===== src/hw/rtl/cdlc_pkg.sv =====
`timescale 1ns / 1ps
`default_nettype none
// ----------------------------------------------------------------------------
// cdlc_pkg
// Shared types, constants and the half-round function of the Chaskey
// differential-linear correlation counter.
// ----------------------------------------------------------------------------
package cdlc_pkg;

  localparam int unsigned WORD_W        = 32;
  localparam int unsigned MASK_W        = 64;
  localparam int unsigned ROUND_W       = 5;
  localparam int unsigned COUNT_W       = 48;
  localparam int unsigned CFG_IDX_W     = 3;
  localparam int unsigned FIFO_DEPTH    = 2;
  localparam int unsigned MAX_HALF_ROUNDS_DEF = 16;

  // Rotation amounts of one half-round.
  localparam int unsigned ROT_A_EVEN = 8;
  localparam int unsigned ROT_A_ODD  = 13;
  localparam int unsigned ROT_B_EVEN = 5;
  localparam int unsigned ROT_B_ODD  = 7;
  localparam int unsigned ROT_SWAP   = 16;

  localparam logic [ROUND_W-1:0] END_HR_RESET = ROUND_W'(8);

  localparam logic signed [COUNT_W-1:0] COUNT_MAX = {1'b0, {(COUNT_W-1){1'b1}}};
  localparam logic signed [COUNT_W-1:0] COUNT_MIN = {1'b1, {(COUNT_W-1){1'b0}}};

  // Configuration register indexes.
  typedef enum logic [CFG_IDX_W-1:0] {
    REG_DIFF_MASK_LOW    = 3'd0,
    REG_DIFF_MASK_HIGH   = 3'd1,
    REG_OUT_MASK_LOW     = 3'd2,
    REG_OUT_MASK_HIGH    = 3'd3,
    REG_FIRST_HALF_ROUND = 3'd4,
    REG_END_HALF_ROUND   = 3'd5
  } cfg_idx_e;

  typedef logic [WORD_W-1:0] word_t;

  typedef struct packed {
    word_t w0;
    word_t w1;
    word_t w2;
    word_t w3;
  } state_t;

  // The plain state and its copy with the input difference applied.
  typedef struct packed {
    state_t a;
    state_t b;
  } pair_t;

  typedef struct packed {
    logic [MASK_W-1:0]  diff_mask_low;
    logic [MASK_W-1:0]  diff_mask_high;
    logic [MASK_W-1:0]  out_mask_low;
    logic [MASK_W-1:0]  out_mask_high;
    logic [ROUND_W-1:0] first_half_round;
    logic [ROUND_W-1:0] end_half_round;
  } cfg_t;

  // Left rotation by a constant amount between 1 and 31.
  function automatic word_t rotl(word_t x, int unsigned s);
    return (x << s) | (x >> (WORD_W - s));
  endfunction

  // One Chaskey half-round; odd selects the rotation pair of odd numbers.
  function automatic state_t half_round(state_t v, logic odd);
    word_t  z0;
    word_t  z1;
    word_t  r1;
    word_t  r3;
    state_t r;
    z0   = v.w0 + v.w1;
    z1   = v.w2 + v.w3;
    r1   = odd ? rotl(v.w1, ROT_A_ODD) : rotl(v.w1, ROT_A_EVEN);
    r3   = odd ? rotl(v.w3, ROT_B_ODD) : rotl(v.w3, ROT_B_EVEN);
    r.w0 = rotl(z1, ROT_SWAP);
    r.w1 = z0 ^ r1;
    r.w2 = z0;
    r.w3 = z1 ^ r3;
    return r;
  endfunction

endpackage
`default_nettype wire


===== src/hw/rtl/cdlc_fifo.sv =====
`timescale 1ns / 1ps
`default_nettype none
// ----------------------------------------------------------------------------
// cdlc_fifo
// Short queue of state pairs between the front and the round pipeline.
// ----------------------------------------------------------------------------
module cdlc_fifo (
  input  wire logic            clk,
  input  wire logic            rst_n,
  input  wire logic            push_valid,
  output logic                 push_ready,
  input  wire cdlc_pkg::pair_t push_pair,
  output logic                 pop_valid,
  input  wire logic            pop,
  output cdlc_pkg::pair_t      pop_pair
);

  localparam int unsigned DEPTH = cdlc_pkg::FIFO_DEPTH;
  localparam int unsigned AW    = (DEPTH > 1) ? $clog2(DEPTH) : 1;
  localparam int unsigned CW    = $clog2(DEPTH + 1);

  cdlc_pkg::pair_t mem_r [DEPTH];
  logic [AW-1:0]   wr_ptr_r;
  logic [AW-1:0]   wr_ptr_nxt;
  logic [AW-1:0]   rd_ptr_r;
  logic [AW-1:0]   rd_ptr_nxt;
  logic [CW-1:0]   cnt_r;
  logic [CW-1:0]   cnt_nxt;
  logic            do_push;
  logic            do_pop;

  assign push_ready = (cnt_r != CW'(DEPTH));
  assign pop_valid  = (cnt_r != '0);
  assign pop_pair   = mem_r[rd_ptr_r];
  assign do_push    = push_valid && push_ready;
  assign do_pop     = pop && pop_valid;

  // Pointer wrap at the end of the queue.
  always_comb begin
    wr_ptr_nxt = wr_ptr_r;
    rd_ptr_nxt = rd_ptr_r;
    if (do_push) begin
      wr_ptr_nxt = (wr_ptr_r == AW'(DEPTH - 1)) ? '0 : wr_ptr_r + AW'(1);
    end
    if (do_pop) begin
      rd_ptr_nxt = (rd_ptr_r == AW'(DEPTH - 1)) ? '0 : rd_ptr_r + AW'(1);
    end
    cnt_nxt = cnt_r + CW'(do_push) - CW'(do_pop);
  end

  always_ff @(posedge clk) begin
    if (!rst_n) begin
      wr_ptr_r <= '0;
      rd_ptr_r <= '0;
      cnt_r    <= '0;
    end else begin
      wr_ptr_r <= wr_ptr_nxt;
      rd_ptr_r <= rd_ptr_nxt;
      cnt_r    <= cnt_nxt;
    end
  end

  always_ff @(posedge clk) begin
    if (do_push) begin
      mem_r[wr_ptr_r] <= push_pair;
    end
  end

endmodule
`default_nettype wire


===== config.mk =====
export PLATFORM = sky130hd
export DESIGN_NAME = cdlc_fifo
export DESIGN_NICKNAME = d
export VERILOG_FILES = /design/src/hw/rtl/cdlc_pkg.sv /design/src/hw/rtl/cdlc_fifo.sv
export SDC_FILE = /design/constraint.sdc
export NUM_CORES = 1
export LEC_CHECK = 0
export BUFFER_PORTS_ARGS = -buffer_cell sky130_fd_sc_hd__clkbuf_2
export CORE_AREA = 5 5 201 203
export CTS_CLUSTER_DIAMETER = 50
export DETAILED_ROUTE_END_ITERATION = 12
export DIE_AREA = 0 0 206 208
export GPL_TIMING_DRIVEN = 0
export PLACE_DENSITY = 0.84
export REMOVE_ABC_BUFFERS = 1
export SLEW_MARGIN = 20
export SYNTH_ARGS = -nofsm -noshare
export SYNTH_HDL_FRONTEND = slang
export SYNTH_SLANG_ARGS = --single-unit
export TNS_END_PERCENT = 5

===== constraint.sdc =====
create_clock -name clk -period 14.7 [get_ports clk]
set_clock_uncertainty 0.15 [all_clocks]
set_input_delay 2.94 -clock clk [delete_from_list [all_inputs] [get_ports clk]]
set_output_delay 2.94 -clock clk [all_outputs]
set_load 0.01 [all_outputs]

[After elaboration in Yosys (flattened, before gate mapping)]
Memory sizes are Yosys's and may differ from the RTL's. A register that Yosys moved wholly into a read port is not among the register bits.
Cells that the tools add are included.
Storage, ports and cells
  input port bits: 260
  output and inout port bits: 258
  word-level logic and storage cells: 18
  RAM bits: 512
  bits in registers: 4
  memories kept: 1
Cells by class
  add/subtract/negate cells: 4
  muxes and demuxes: 6
  equal/unequal tests: 1
  reductions and logical operators: 3
Memory list
  mem_r: depth 2, bits a word 256, read ports 1, clocked after memory_dff 1, write ports 1, line cdlc_fifo.sv:22  | cdlc_pkg::pair_t mem_r [DEPTH];
Operators by type and width (number)
  $mux W1: 6
  $add A1 B1 Y1 const B: 2
  $add A2 B1 Y2: 1
  $logic_and A1 B1 Y1: 2
  $ne A2 B2 Y1 const B: 1
  $reduce_bool A2 Y1: 1
  $sub A2 B1 Y2: 1

[Depth between registers and ports, before layout]
  depth after elaboration: 4
  mapped depth: 6
  gate-level depth less buffers: 6

[Least setup slack after synthesis]
OpenSTA, ideal clock, no wires.
  path kind: in2reg
  start: input push_valid
  end: memory mem_r[1][0] (netlist name), enable pin
  slack: 5.078 ns
  stages: 1
  data arrival time: 8.821 ns
  required time: 13.899 ns
  buffers on the path: 0
  library setup time: 0.651 ns
  path through: and3_1
Between the ends
  cells in the longest elaborated chain, start to end: 3
RTL lines
  from (decl): line cdlc_fifo.sv:10  | input wire logic push_valid,
  $logic_and A1 B1 Y1: line cdlc_fifo.sv:35  | assign do_push = push_valid && push_ready;
  $mux W1: line cdlc_fifo.sv:64  | if (do_push) begin
  $mux W1 (not written as such): line cdlc_fifo.sv:65  | mem_r[wr_ptr_r] <= push_pair;
  to (decl): line cdlc_fifo.sv:22
No other way between the ends.

==> results.json <==
{
  "critPathRequiredTime_ns": 11.61,
  "rows": 72,
  "criticalPathCategory": "reg -> out",
  "worst_pin_slew_ns": 0.621,
  "synth_warnings": 0,
  "coreArea_um2": 38300,
  "final_cell_mix": "clkbuf_2, edfxtp_1, mux2_2",
  "gp_congestion": 0.770,
  "tritoncts": "done",
  "die_h_um": 208,
  "synth-edff-count": 512,
  "antenna_found_initial": 0,
  "area_growth_pct": 26.7,
  "clkLatencyLatePin_ns": 0.57,
  "track_usage_pct": 18.5,
  "overflow": 0,
  "cts_buffer_depth": 3,
  "hold_viol": 0,
  "io_pins": 518,
  "clockRootBuffer": "clkbuf_16",
  "num_vias": 9845,
  "ant_nets": 0,
  "avgSynthCellArea_um2": 22.8,
  "cp-end-kind": "output port",
  "cts-resized-gates": 0,
  "maxCapViolations": 0,
  "synthFlopType": "edfxtp_1",
  "rsz0062_at_grt": "no",
  "layout-drive-gt1-share_pct": 60.8,
  "finalCriticalPeriod_ns": 5.70,
  "wl_per_cell_um": 21.1,
  "reg2reg_depth": 5,
  "portBuffers": 517,
  "holdCritPathClass": "reg -> reg",
  "dp.cells": 1844,
  "syn_area_um2": 18800,
  "layout.nets": 1643,
  "setup_tns_ns": 0,
  "start_util_pct": 49.2,
  "drc": 0,
  "grt_first_pass_wirelength_mm": 60.6,
  "path_max_fanout": 55,
  "min_period_over_period_pct": 38.7,
  "firstDrtPassIters": 4,
  "power_density_nw_per_um2": 167,
  "synth_top_area_cell": "edfxtp_1",
  "fp.dieW_um": 206,
  "postCtsHoldBufs": 0,
  "final-setup-viol-count": 0,
  "worstHoldStart": "rd_ptr_r",
  "netlist_instances": 825,
  "synth_top_area_share_pct": 81.7,
  "first_iter_violations": 544,
  "cts_sinks": 517,
  "synth.ff_latch_count": 517,
  "hpwl_mm": 28.6,
  "final_common_cell": "clkbuf_2",
  "rr_endpoint": "mem_r[1][190]",
  "die_area_um2": 42800,
  "status": "completed",
  "synth_cell_types": 24,
  "regToRegSetupSlack_ns": 12.05,
  "worstSetupEndpoint": "pop_pair[242]",
  "p_leak_nw": 8.98,
  "numCtsBuffers": 54,
  "grt_pass1_vias": 10485,
  "via_per_inst": 5.07,
  "cts.htree.levels": 2,
  "grt_max_degree": 104,
  "ir_worst_vdd_mv": 0.136,
  "r2r-start": "cnt_r[0]",
  "ys_seq_area_share_pct": 82.2,
  "stdcell_count": 1943,
  "wl_mm": 41.0,
  "arrival_ns": 2.61,
  "synth_area_leaders": "edfxtp_1, mux2_2, buf_6",
  "max_freq_mhz": 176,
  "antennaDiodeCount": 0,
  "post_cts_buffers": 0,
  "cts.clk_slew.worst_paths_ns": 0.05,
  "slew_headroom_pct": 58.6,
  "final_max_slew_viol_count": 0,
  "async_reset_ff_share_pct": 0,
  "setup.worst_path.start_class": "flop"
}
## registers in the layout, indices dropped and copies added, names as in the netlist, named ones only
register	count
cnt_r	2
rd_ptr_r	1
wr_ptr_r	1
mem_r	512
## worst min path at each step
stage / slack [ns] / cells past startpoint / endpoint
after floorplan: 0.38 / 2 / wr_ptr_r
after global placement: 0.39 / 2 / wr_ptr_r
after detailed placement: 0.42 / 2 / flop
after CTS: 0.43 / 2 / flop
after global routing: 0.50 / 2 / rd_ptr_r
final: 0.43 / 2 / flop
## per-stage QoR
| stage | utilization, % | setup WS, ns | hold slack [ns] | cell area [um2] | total power, W |
|---|---|---|---|---|---|
| floorplan | - | 4.83 | 0.379 | 18500 | 0.00240 |
| global placement | 56.8 | 1.49 | 0.391 | 21800 | 0.00280 |
| finish | 62.3 | 9.00 | 0.432 | 23900 | 0.00398 |
| CTS | 62.3 | 8.95 | 0.431 | 23900 | 0.00402 |
| detailed placement | 57.6 | 9.58 | 0.421 | 22100 | 0.00267 |
| global route | 62.3 | 8.90 | 0.497 | 23900 | 0.00414 |
## synth_stat cells (2+ instances only)
cell type,count
mux2_2,256
edfxtp_1,512
nand2b_1,2
o21ai_0,2
dfxtp_1,5
nor2_1,2
buf_6,26
a21bo_2,2
and2_1,3
## critical path, stage by stage, from the launching register on
cell      delay (ns)
dfxtp_4         0.74
buf_16          0.34
buf_16          0.29
mux2_2          0.41
clkbuf_2        0.14
## per-layer routing
metal | vias to the layer above | global-route usage (%) | part of all wire, %
met1 | 4851 | 20.7 | 34
met5 | - | 0 | 0
met2 | 445 | 31.8 | 52
met4 | 0 | 8.51 | 4.5
li1 | 4442 | - | -
met3 | 107 | 6.23 | 9.7
## cells by family (layout without fill, tap and decap cells)
kind of cell	after synthesis	count (layout)	share of synthesized area (%)
AND/OR/NAND/NOR	13	13	0.392
adder cells (fa/ha/maj)	1	1	0.0665
flip-flops	517	517	82.2
multiplexers	257	257	15.4
buffers and inverters	29	629	1.64
XOR/XNOR	1	1	0.0465
AO/OA/AOI/OAI	7	7	0.286
## cell type report
class	instances	area, um2
well taps	518	648
fillers	2591	14400
inverters	1	11.3
multi-input cells	279	3050
clock inverters	33	334
repair buffers	529	2880
flip-flops and latches	517	15500
clock buffers	66	1460
## power breakdown
part | internal [W] | switching [W] | total, W
Sequential | 0.00179 | 0.0000471 | 0.00184
Clock | 0.000812 | 0.000535 | 0.00135
Combinational | 0.000363 | 0.000428 | 0.000791
Total | 0.00297 | 0.00101 | 0.00398
Note: power is estimated with default switching activity, not from simulation.
