--- src/hw/rtl/cdlc_pkg.sv ---
`timescale 1ns / 1ps
`default_nettype none
// ----------------------------------------------------------------------------
// cdlc_pkg
// Shared types, constants and the half-round function of the Chaskey
// differential-linear correlation counter.
// ----------------------------------------------------------------------------
package cdlc_pkg;

  localparam int unsigned WORD_W        = 32;
  localparam int unsigned MASK_W        = 64;
  localparam int unsigned ROUND_W       = 5;
  localparam int unsigned COUNT_W       = 48;
  localparam int unsigned CFG_IDX_W     = 3;
  localparam int unsigned FIFO_DEPTH    = 2;
  localparam int unsigned MAX_HALF_ROUNDS_DEF = 16;

  // Rotation amounts of one half-round.
  localparam int unsigned ROT_A_EVEN = 8;
  localparam int unsigned ROT_A_ODD  = 13;
  localparam int unsigned ROT_B_EVEN = 5;
  localparam int unsigned ROT_B_ODD  = 7;
  localparam int unsigned ROT_SWAP   = 16;

  localparam logic [ROUND_W-1:0] END_HR_RESET = ROUND_W'(8);

  localparam logic signed [COUNT_W-1:0] COUNT_MAX = {1'b0, {(COUNT_W-1){1'b1}}};
  localparam logic signed [COUNT_W-1:0] COUNT_MIN = {1'b1, {(COUNT_W-1){1'b0}}};

  // Configuration register indexes.
  typedef enum logic [CFG_IDX_W-1:0] {
    REG_DIFF_MASK_LOW    = 3'd0,
    REG_DIFF_MASK_HIGH   = 3'd1,
    REG_OUT_MASK_LOW     = 3'd2,
    REG_OUT_MASK_HIGH    = 3'd3,
    REG_FIRST_HALF_ROUND = 3'd4,
    REG_END_HALF_ROUND   = 3'd5
  } cfg_idx_e;

  typedef logic [WORD_W-1:0] word_t;

  typedef struct packed {
    word_t w0;
    word_t w1;
    word_t w2;
    word_t w3;
  } state_t;

  // The plain state and its copy with the input difference applied.
  typedef struct packed {
    state_t a;
    state_t b;
  } pair_t;

  typedef struct packed {
    logic [MASK_W-1:0]  diff_mask_low;
    logic [MASK_W-1:0]  diff_mask_high;
    logic [MASK_W-1:0]  out_mask_low;
    logic [MASK_W-1:0]  out_mask_high;
    logic [ROUND_W-1:0] first_half_round;
    logic [ROUND_W-1:0] end_half_round;
  } cfg_t;

  // Left rotation by a constant amount between 1 and 31.
  function automatic word_t rotl(word_t x, int unsigned s);
    return (x << s) | (x >> (WORD_W - s));
  endfunction

  // One Chaskey half-round; odd selects the rotation pair of odd numbers.
  function automatic state_t half_round(state_t v, logic odd);
    word_t  z0;
    word_t  z1;
    word_t  r1;
    word_t  r3;
    state_t r;
    z0   = v.w0 + v.w1;
    z1   = v.w2 + v.w3;
    r1   = odd ? rotl(v.w1, ROT_A_ODD) : rotl(v.w1, ROT_A_EVEN);
    r3   = odd ? rotl(v.w3, ROT_B_ODD) : rotl(v.w3, ROT_B_EVEN);
    r.w0 = rotl(z1, ROT_SWAP);
    r.w1 = z0 ^ r1;
    r.w2 = z0;
    r.w3 = z1 ^ r3;
    return r;
  endfunction

endpackage
`default_nettype wire

--- src/hw/rtl/cdlc_in_if.sv ---
`timescale 1ns / 1ps
`default_nettype none
// ----------------------------------------------------------------------------
// cdlc_in_if
// Input channel: one beat carries one 128-bit state as four words.
// ----------------------------------------------------------------------------
interface cdlc_in_if;
  logic                 valid;
  logic                 ready;
  cdlc_pkg::word_t      word0;
  cdlc_pkg::word_t      word1;
  cdlc_pkg::word_t      word2;
  cdlc_pkg::word_t      word3;

  modport source (output valid, output word0, output word1, output word2,
                  output word3, input ready);
  modport sink   (input valid, input word0, input word1, input word2,
                  input word3, output ready);
endinterface
`default_nettype wire

--- src/hw/rtl/cdlc_cfg_if.sv ---
`timescale 1ns / 1ps
`default_nettype none
// ----------------------------------------------------------------------------
// cdlc_cfg_if
// Configuration write channel: register index and write data.
// ----------------------------------------------------------------------------
interface cdlc_cfg_if;
  logic                               valid;
  logic                               ready;
  logic [cdlc_pkg::CFG_IDX_W-1:0]     index;
  logic [cdlc_pkg::MASK_W-1:0]        data;

  modport source (output valid, output index, output data, input ready);
  modport sink   (input valid, input index, input data, output ready);
endinterface
`default_nettype wire

--- src/hw/rtl/cdlc_front.sv ---
`timescale 1ns / 1ps
`default_nettype none
// ----------------------------------------------------------------------------
// cdlc_front
// Holds the configuration registers, takes input beats and forms the pair of
// states (plain and with the input difference) for the queue.
// ----------------------------------------------------------------------------
module cdlc_front (
  input  wire logic            clk,
  input  wire logic            rst_n,
  cdlc_cfg_if.sink             cfg_bus,
  cdlc_in_if.sink              in_bus,
  output cdlc_pkg::cfg_t       cfg,
  output logic                 push_valid,
  input  wire logic            push_ready,
  output cdlc_pkg::pair_t      push_pair
);

  cdlc_pkg::cfg_t  cfg_r;
  cdlc_pkg::cfg_t  cfg_nxt;
  logic            valid_r;
  cdlc_pkg::pair_t pair_r;
  cdlc_pkg::pair_t pair_nxt;
  logic            take;

  // Register writes are always taken.
  assign cfg_bus.ready = 1'b1;

  always_comb begin
    cfg_nxt = cfg_r;
    if (cfg_bus.valid) begin
      case (cdlc_pkg::cfg_idx_e'(cfg_bus.index))
        cdlc_pkg::REG_DIFF_MASK_LOW:    cfg_nxt.diff_mask_low  = cfg_bus.data;
        cdlc_pkg::REG_DIFF_MASK_HIGH:   cfg_nxt.diff_mask_high = cfg_bus.data;
        cdlc_pkg::REG_OUT_MASK_LOW:     cfg_nxt.out_mask_low   = cfg_bus.data;
        cdlc_pkg::REG_OUT_MASK_HIGH:    cfg_nxt.out_mask_high  = cfg_bus.data;
        cdlc_pkg::REG_FIRST_HALF_ROUND: begin
          cfg_nxt.first_half_round = cfg_bus.data[cdlc_pkg::ROUND_W-1:0];
        end
        cdlc_pkg::REG_END_HALF_ROUND: begin
          cfg_nxt.end_half_round = cfg_bus.data[cdlc_pkg::ROUND_W-1:0];
        end
        default: cfg_nxt = cfg_r;
      endcase
    end
  end

  always_ff @(posedge clk) begin
    if (!rst_n) begin
      cfg_r.diff_mask_low    <= '0;
      cfg_r.diff_mask_high   <= '0;
      cfg_r.out_mask_low     <= '0;
      cfg_r.out_mask_high    <= '0;
      cfg_r.first_half_round <= '0;
      cfg_r.end_half_round   <= cdlc_pkg::END_HR_RESET;
    end else begin
      cfg_r <= cfg_nxt;
    end
  end

  assign cfg = cfg_r;

  // The input stage refills whenever it is empty or its beat moves on.
  assign in_bus.ready = !valid_r || push_ready;
  assign take         = in_bus.valid && in_bus.ready;

  always_comb begin
    pair_nxt.a.w0 = in_bus.word0;
    pair_nxt.a.w1 = in_bus.word1;
    pair_nxt.a.w2 = in_bus.word2;
    pair_nxt.a.w3 = in_bus.word3;
    pair_nxt.b.w0 = in_bus.word0 ^ cfg_r.diff_mask_low[cdlc_pkg::WORD_W-1:0];
    pair_nxt.b.w1 = in_bus.word1 ^ cfg_r.diff_mask_low[cdlc_pkg::MASK_W-1:cdlc_pkg::WORD_W];
    pair_nxt.b.w2 = in_bus.word2 ^ cfg_r.diff_mask_high[cdlc_pkg::WORD_W-1:0];
    pair_nxt.b.w3 = in_bus.word3 ^ cfg_r.diff_mask_high[cdlc_pkg::MASK_W-1:cdlc_pkg::WORD_W];
  end

  always_ff @(posedge clk) begin
    if (!rst_n) begin
      valid_r <= 1'b0;
    end else if (in_bus.ready) begin
      valid_r <= in_bus.valid;
    end
  end

  always_ff @(posedge clk) begin
    if (take) begin
      pair_r <= pair_nxt;
    end
  end

  assign push_valid = valid_r;
  assign push_pair  = pair_r;

endmodule
`default_nettype wire

--- src/flat_wrapper.sv ---
// flat-port wrapper written by rule: the top's interface ports become plain ports
module cdlc_front_flat 
  (clk, rst_n, cfg, push_valid, push_ready, push_pair, cfg_bus_valid, cfg_bus_index, cfg_bus_data, cfg_bus_ready, in_bus_valid, in_bus_word0, in_bus_word1, in_bus_word2, in_bus_word3, in_bus_ready);
  cdlc_cfg_if cfg_bus_i ();
  cdlc_in_if in_bus_i ();
  input  wire logic clk;
  input  wire logic rst_n;
  output cdlc_pkg::cfg_t cfg;
  output logic push_valid;
  input  wire logic push_ready;
  output cdlc_pkg::pair_t push_pair;
  input wire logic [$bits(cfg_bus_i.valid)-1:0] cfg_bus_valid;
  input wire logic [$bits(cfg_bus_i.index)-1:0] cfg_bus_index;
  input wire logic [$bits(cfg_bus_i.data)-1:0] cfg_bus_data;
  output wire logic [$bits(cfg_bus_i.ready)-1:0] cfg_bus_ready;
  input wire logic [$bits(in_bus_i.valid)-1:0] in_bus_valid;
  input wire logic [$bits(in_bus_i.word0)-1:0] in_bus_word0;
  input wire logic [$bits(in_bus_i.word1)-1:0] in_bus_word1;
  input wire logic [$bits(in_bus_i.word2)-1:0] in_bus_word2;
  input wire logic [$bits(in_bus_i.word3)-1:0] in_bus_word3;
  output wire logic [$bits(in_bus_i.ready)-1:0] in_bus_ready;
  assign cfg_bus_i.valid = cfg_bus_valid;
  assign cfg_bus_i.index = cfg_bus_index;
  assign cfg_bus_i.data = cfg_bus_data;
  assign cfg_bus_ready = cfg_bus_i.ready;
  assign in_bus_i.valid = in_bus_valid;
  assign in_bus_i.word0 = in_bus_word0;
  assign in_bus_i.word1 = in_bus_word1;
  assign in_bus_i.word2 = in_bus_word2;
  assign in_bus_i.word3 = in_bus_word3;
  assign in_bus_ready = in_bus_i.ready;
  cdlc_front u_core (.clk(clk), .rst_n(rst_n), .cfg_bus(cfg_bus_i), .in_bus(in_bus_i), .cfg(cfg), .push_valid(push_valid), .push_ready(push_ready), .push_pair(push_pair));
endmodule
--- config.mk ---
export PLATFORM = sky130hd
export DESIGN_NAME = cdlc_front_flat
export DESIGN_NICKNAME = d
export VERILOG_FILES = /design/src/hw/rtl/cdlc_pkg.sv /design/src/hw/rtl/cdlc_in_if.sv /design/src/hw/rtl/cdlc_cfg_if.sv /design/src/hw/rtl/cdlc_front.sv /design/src/flat_wrapper.sv
export SDC_FILE = /design/constraint.sdc
export NUM_CORES = 1
export LEC_CHECK = 0
export BUFFER_PORTS_ARGS = -buffer_cell sky130_fd_sc_hd__buf_2
export CAP_MARGIN = 0
export CORE_AREA = 4 4 278 280
export DETAILED_ROUTE_END_ITERATION = 10
export DIE_AREA = 0 0 282 284
export MAX_ROUTING_LAYER = met4
export PLACE_DENSITY = 0.55
export SLEW_MARGIN = 30
export SYNTH_ARGS = -nofsm -noshare
export SYNTH_HDL_FRONTEND = slang
export SYNTH_SLANG_ARGS = --single-unit
--- constraint.sdc ---
create_clock -name clk -period 8.4 [get_ports clk]
set_input_delay 2.52 -clock clk [delete_from_list [all_inputs] [get_ports clk]]
set_output_delay 2.52 -clock clk [all_outputs]
set_load 0.02 [all_outputs]
# After elaboration in Yosys (flattened, before gate mapping)
# Index checks and enable logic that the tools add are counted.
classes:
  n_eq_ne: 5
  n_reduce_logical: 10
  bitwise_logic: 4
op_table:
  columns: ["cell", "n"]
  rows:
  - ["$xor 32x32->32", 4]
  - ["$reduce_and 2->1", 6]
  - ["$eq 3x2->1 const B", 2]
  - ["$eq 3x3->1 const B", 2]
  - ["$eq 3x1->1 const B", 1]
  - ["$logic_not 3->1", 1]
  - ["$logic_and 1x1->1", 1]
  - ["$logic_not 1->1", 1]
  - ["$logic_or 1x1->1", 1]
word_totals:
  word_cells: 34
  out_inout_bits: 525
  ff_bits: 523
  inputBits: 200

# Logic depth before layout (Yosys ltp)
depth:
  depth_word: 3
  depth_mapped: 5
  ltp_nobuf: 2

# Least setup slack after synthesis
# Ideal clock, no wire load.
synth_timing:
  path_kind: "input -> register"
  start: "input push_ready"
  end: "register u_core.pair_r (netlist bit u_core.push_pair[0]), enable pin"
  path_slack_ns: -0.875
  n_path_buf: 0
  setup_ns: 0.648
  t_arrival_ns: 8.626
  t_required_ns: 7.752
  stages: 2
  cell_sequence: "nand2b_1 > and2_1"
synth_via:
  elab_chain_len: 2
synth_rtl:
  columns: ["item", "line", "rtl"]
  rows:
  - ["start, declared", "flat_wrapper.sv:10", "input wire logic push_ready;"]
  - ["$logic_or 1x1->1", "cdlc_front.sv:64", "assign in_bus.ready = !valid_r || push_ready;"]
  - ["$logic_and 1x1->1", "cdlc_front.sv:65", "assign take = in_bus.valid && in_bus.ready;"]
  - ["named net u_core.take", "cdlc_front.sv:24", "logic take;"]
  - ["end signal, assigned", "cdlc_front.sv:88", "pair_r <= pair_nxt;"]
  - ["end, declared", "cdlc_front.sv:22", "cdlc_pkg::pair_t pair_r;"]
# The timed path passes the listed nets, and every way through them passes these cells.
# A chain may end at the register's enable or synchronous reset.

# Final worst setup path
layout_timing:
  start: "input push_ready"
  end: "output in_bus_ready"
layout_via:
  elab_chain_len: 1
layout_rtl:
  columns: ["item", "line", "rtl"]
  rows:
  - ["$logic_or 1x1->1", "cdlc_front.sv:64", null]
  - ["end, declared", "flat_wrapper.sv:21", "output wire logic [$bits(in_bus_i.ready)-1:0] in_bus_ready;"]
# No other way between the ends.

==> impl_metrics.toml <==
[run_status]
status = "finished, final reports clean"

[clocking]
post-cts-setup-buffers = 0
cts-buffers-inserted = 58
clock_path_buffers = 3
h-tree-depth = 2
cts_sinks = 523
clock_latency_ps = 600
cts-root-buf = "clkbuf_16"
hold_buffers = 0
cts_tree = "built"
cts.repair.resized = 0
clkSlewWorstSetupHoldPaths_ps = 60

[setup_path]
crit_chain = "buf_2 -> nand2b_1 -> buf_2"
crit_path_end = "in_bus_ready"
r2r_cells = 4
cp_max_fo = 3
rrSetupSlack_ps = 6110
worstSetupEndpointType = "primary output"
crit_start = "push_ready"
cp_slowest_cell = "buf_2"
timing.rr.start = "u_core.push_valid"
cp.arrival_ps = 2930
cpPeakStageDelay_ps = 170
path_class = "in -> out"
crit_top_cell = "buf_2"
critPathLaunchType = "input port"
worst_r2r_endpoint = "u_core.push_pair[179]"
worstPathRequired_ps = 5880

[synthesis]
synth_ff_type = "dfxtp_1"
synth_top_area_frac = 0.416
ys_types = 21
syn_nets = 1526
ys_seq_elements = 523
avgSynthCellArea_um2 = 13.9
synthTopCellsByArea = "edfxtp_1 42%, dfxtp_1 29%, mux2i_1 14%, nand2_1 6.7%, xor2_1 6.1%"
synth-async-reset-ratio = 0
synthCells = 1326
yosys.area.top_type = "edfxtp_1"
yosys-top-cells-count = "329 x nand2_1, 267 x dfxtp_1, 266 x mux2i_1"
yosysWarnings = 0
synth_edf_count = 256
seq_area_frac_synth = 0.705
synth_most_common_cell = "nand2_1"
synthesis.area_um2 = 18500

[pwr]
totalPowerFinal_mw = 5.79
leakage_nw = 12.1
ir_worst_vdd_mv = 0.142
pwr_density_cell_nw_per_um2 = 231

[floorplanning]
core_area_um2 = 74400
rows = 100
ioPinCount = 725
initial_utilization = 0.248
die_h_um = 284
die-area_um2 = 80100
die_x_um = 282

[grt]
grt_pass1_wl_um = 86500
grt_pass1_vias = 13400
track_usage = 0.146
antenna_found_initial = 6
grt_remaining_overflow = 0
grt_max_degree = 175

[sta]
setup_slack_ps = 2950
fin_skew_ps = 18.3
setup_viol = 0
fin_setup_tns_ps = 0
finalCritPeriodShare = 0.649
max_slew_margin = 0.315
fmax_mhz = 183
hold_violations = 0
slew_violations = 0
min_period_ps = 5450
worstMarginPinSlew_ps = 1030
rsz0062_at_grt = "false"

[detailed_routing]
drt_iter0_markers = 563
vias = 12800
detail_route.first_pass.iterations = 4
avgViaCountPerCell = 4.17
ant_nets = 0
routed_wl_um = 59800
drc = 0
wl_per_cell_um = 19.4

[finish]
area_delta_synth_final_pct = 35.7
final_core_util = 0.337
drive_gt1_frac = 0.393
fillers = 7461
finalNetCount = 2255

[worst_hold_path]
hold_path_class = "reg -> reg"
hp-start = "u_core.cfg[72]"

[placed_design]
dp_slack_ps = 2950
dpl.hpwl_um = 44400
gp_congestion = 0.811
port_buffers = 723

[run]
maxCapViolCount = 0
stage by stage:
step / std cells / cell area [um^2] / hold WS [ps]
6_report: 3079 / 25100 / 452
5_1_grt: 3079 / 25100 / 472
4_1_cts: 3072 / 25000 / 454
3_5_place_dp: 2962 / 23200 / 444
3_3_place_gp: 2960 / 23100 / 440
2_1_floorplan: 1326 / 18500 / 533
where the power goes:
group	switching [mW]	internal [mW]	leakage, nW	total [mW]
registers	0.0445	2.80	4.64	2.85
logic	0.342	0.158	6.58	0.500
clock network	1.02	1.42	0.902	2.44
total	1.41	4.38	12.1	5.79
kinds of logic (layout without fill, tap and decap cells):
kind of cell              count (synthesis)  count (layout)  share of synthesized area
DFF                                     523             523                      0.705
and+or+nand+nor                         339             339                     0.0715
muxes                                   266             266                      0.144
xor gates and xnor gates                128             128                     0.0606
buffers and inverters                    68             847                     0.0182
other                                     1               6                   0.000203
AOI/OAI and AO/OA                         1               1                   0.000406
registers in the layout (all words and copies together), names as in the netlist:
name,flops
u_core.cfg,266
u_core.push_pair,256
u_core.push_valid,1
metal layers:
layer,global-route usage,vias up,share of wire
met5,-,-,0
met4,0.0426,0,0.024
met2,0.251,413,0.51
li1,-,6018,-
met1,0.175,6319,0.41
met3,0.0248,87,0.053
critical path: cells and delay by family:
kind	cells	cell delay, ps
buffers and inverters	2	260
AND/OR/NAND/NOR	1	150
area by class of cell:
type / instances / area, um^2 / area share
Clock buffer: 95 / 1710 / 0.0683
Multi-Input combinational cell: 735 / 5160 / 0.206
Inverter: 1 / 3.75 / 0.000150
Antenna cell: 5 / 12.5 / 0.000499
Timing Repair Buffer: 736 / 3820 / 0.152
Sequential cell: 523 / 13000 / 0.520
Clock inverter: 15 / 128 / 0.00509
Tap cell: 969 / 1210 / 0.0483
cell usage in the layout, fill, tap and decap left out, types with 2 or more instances in the layout:
| cell | instances |
|---|---|
| buf_16 | 2 |
| nand2_1 | 329 |
| nand4bb_4 | 2 |
| clkbuf_16 | 58 |
| clkbuf_1 | 24 |
| diode_2 | 5 |
| buf_12 | 4 |
| dfxtp_1 | 267 |
| buf_4 | 7 |
| edfxtp_1 | 256 |
| mux2i_1 | 266 |
| xor2_1 | 128 |
| nor2b_1 | 2 |
| inv_6 | 3 |
| buf_2 | 722 |
| clkbuf_8 | 12 |
| clkinv_2 | 7 |
how the worst min path moves through the flow:
stage / end / slack, ps / depth (start not counted)
4_1_cts: u_core.cfg[60] / 450 / 2
3_3_place_gp: u_core.cfg[20] / 440 / 2
6_report: u_core.cfg[72] / 450 / 2
5_1_grt: u_core.cfg[6] / 470 / 2
3_5_place_dp: u_core.cfg[72] / 440 / 2
2_1_floorplan: u_core.cfg[10] / 530 / 2
Note: power is estimated with default switching activity, not from simulation.
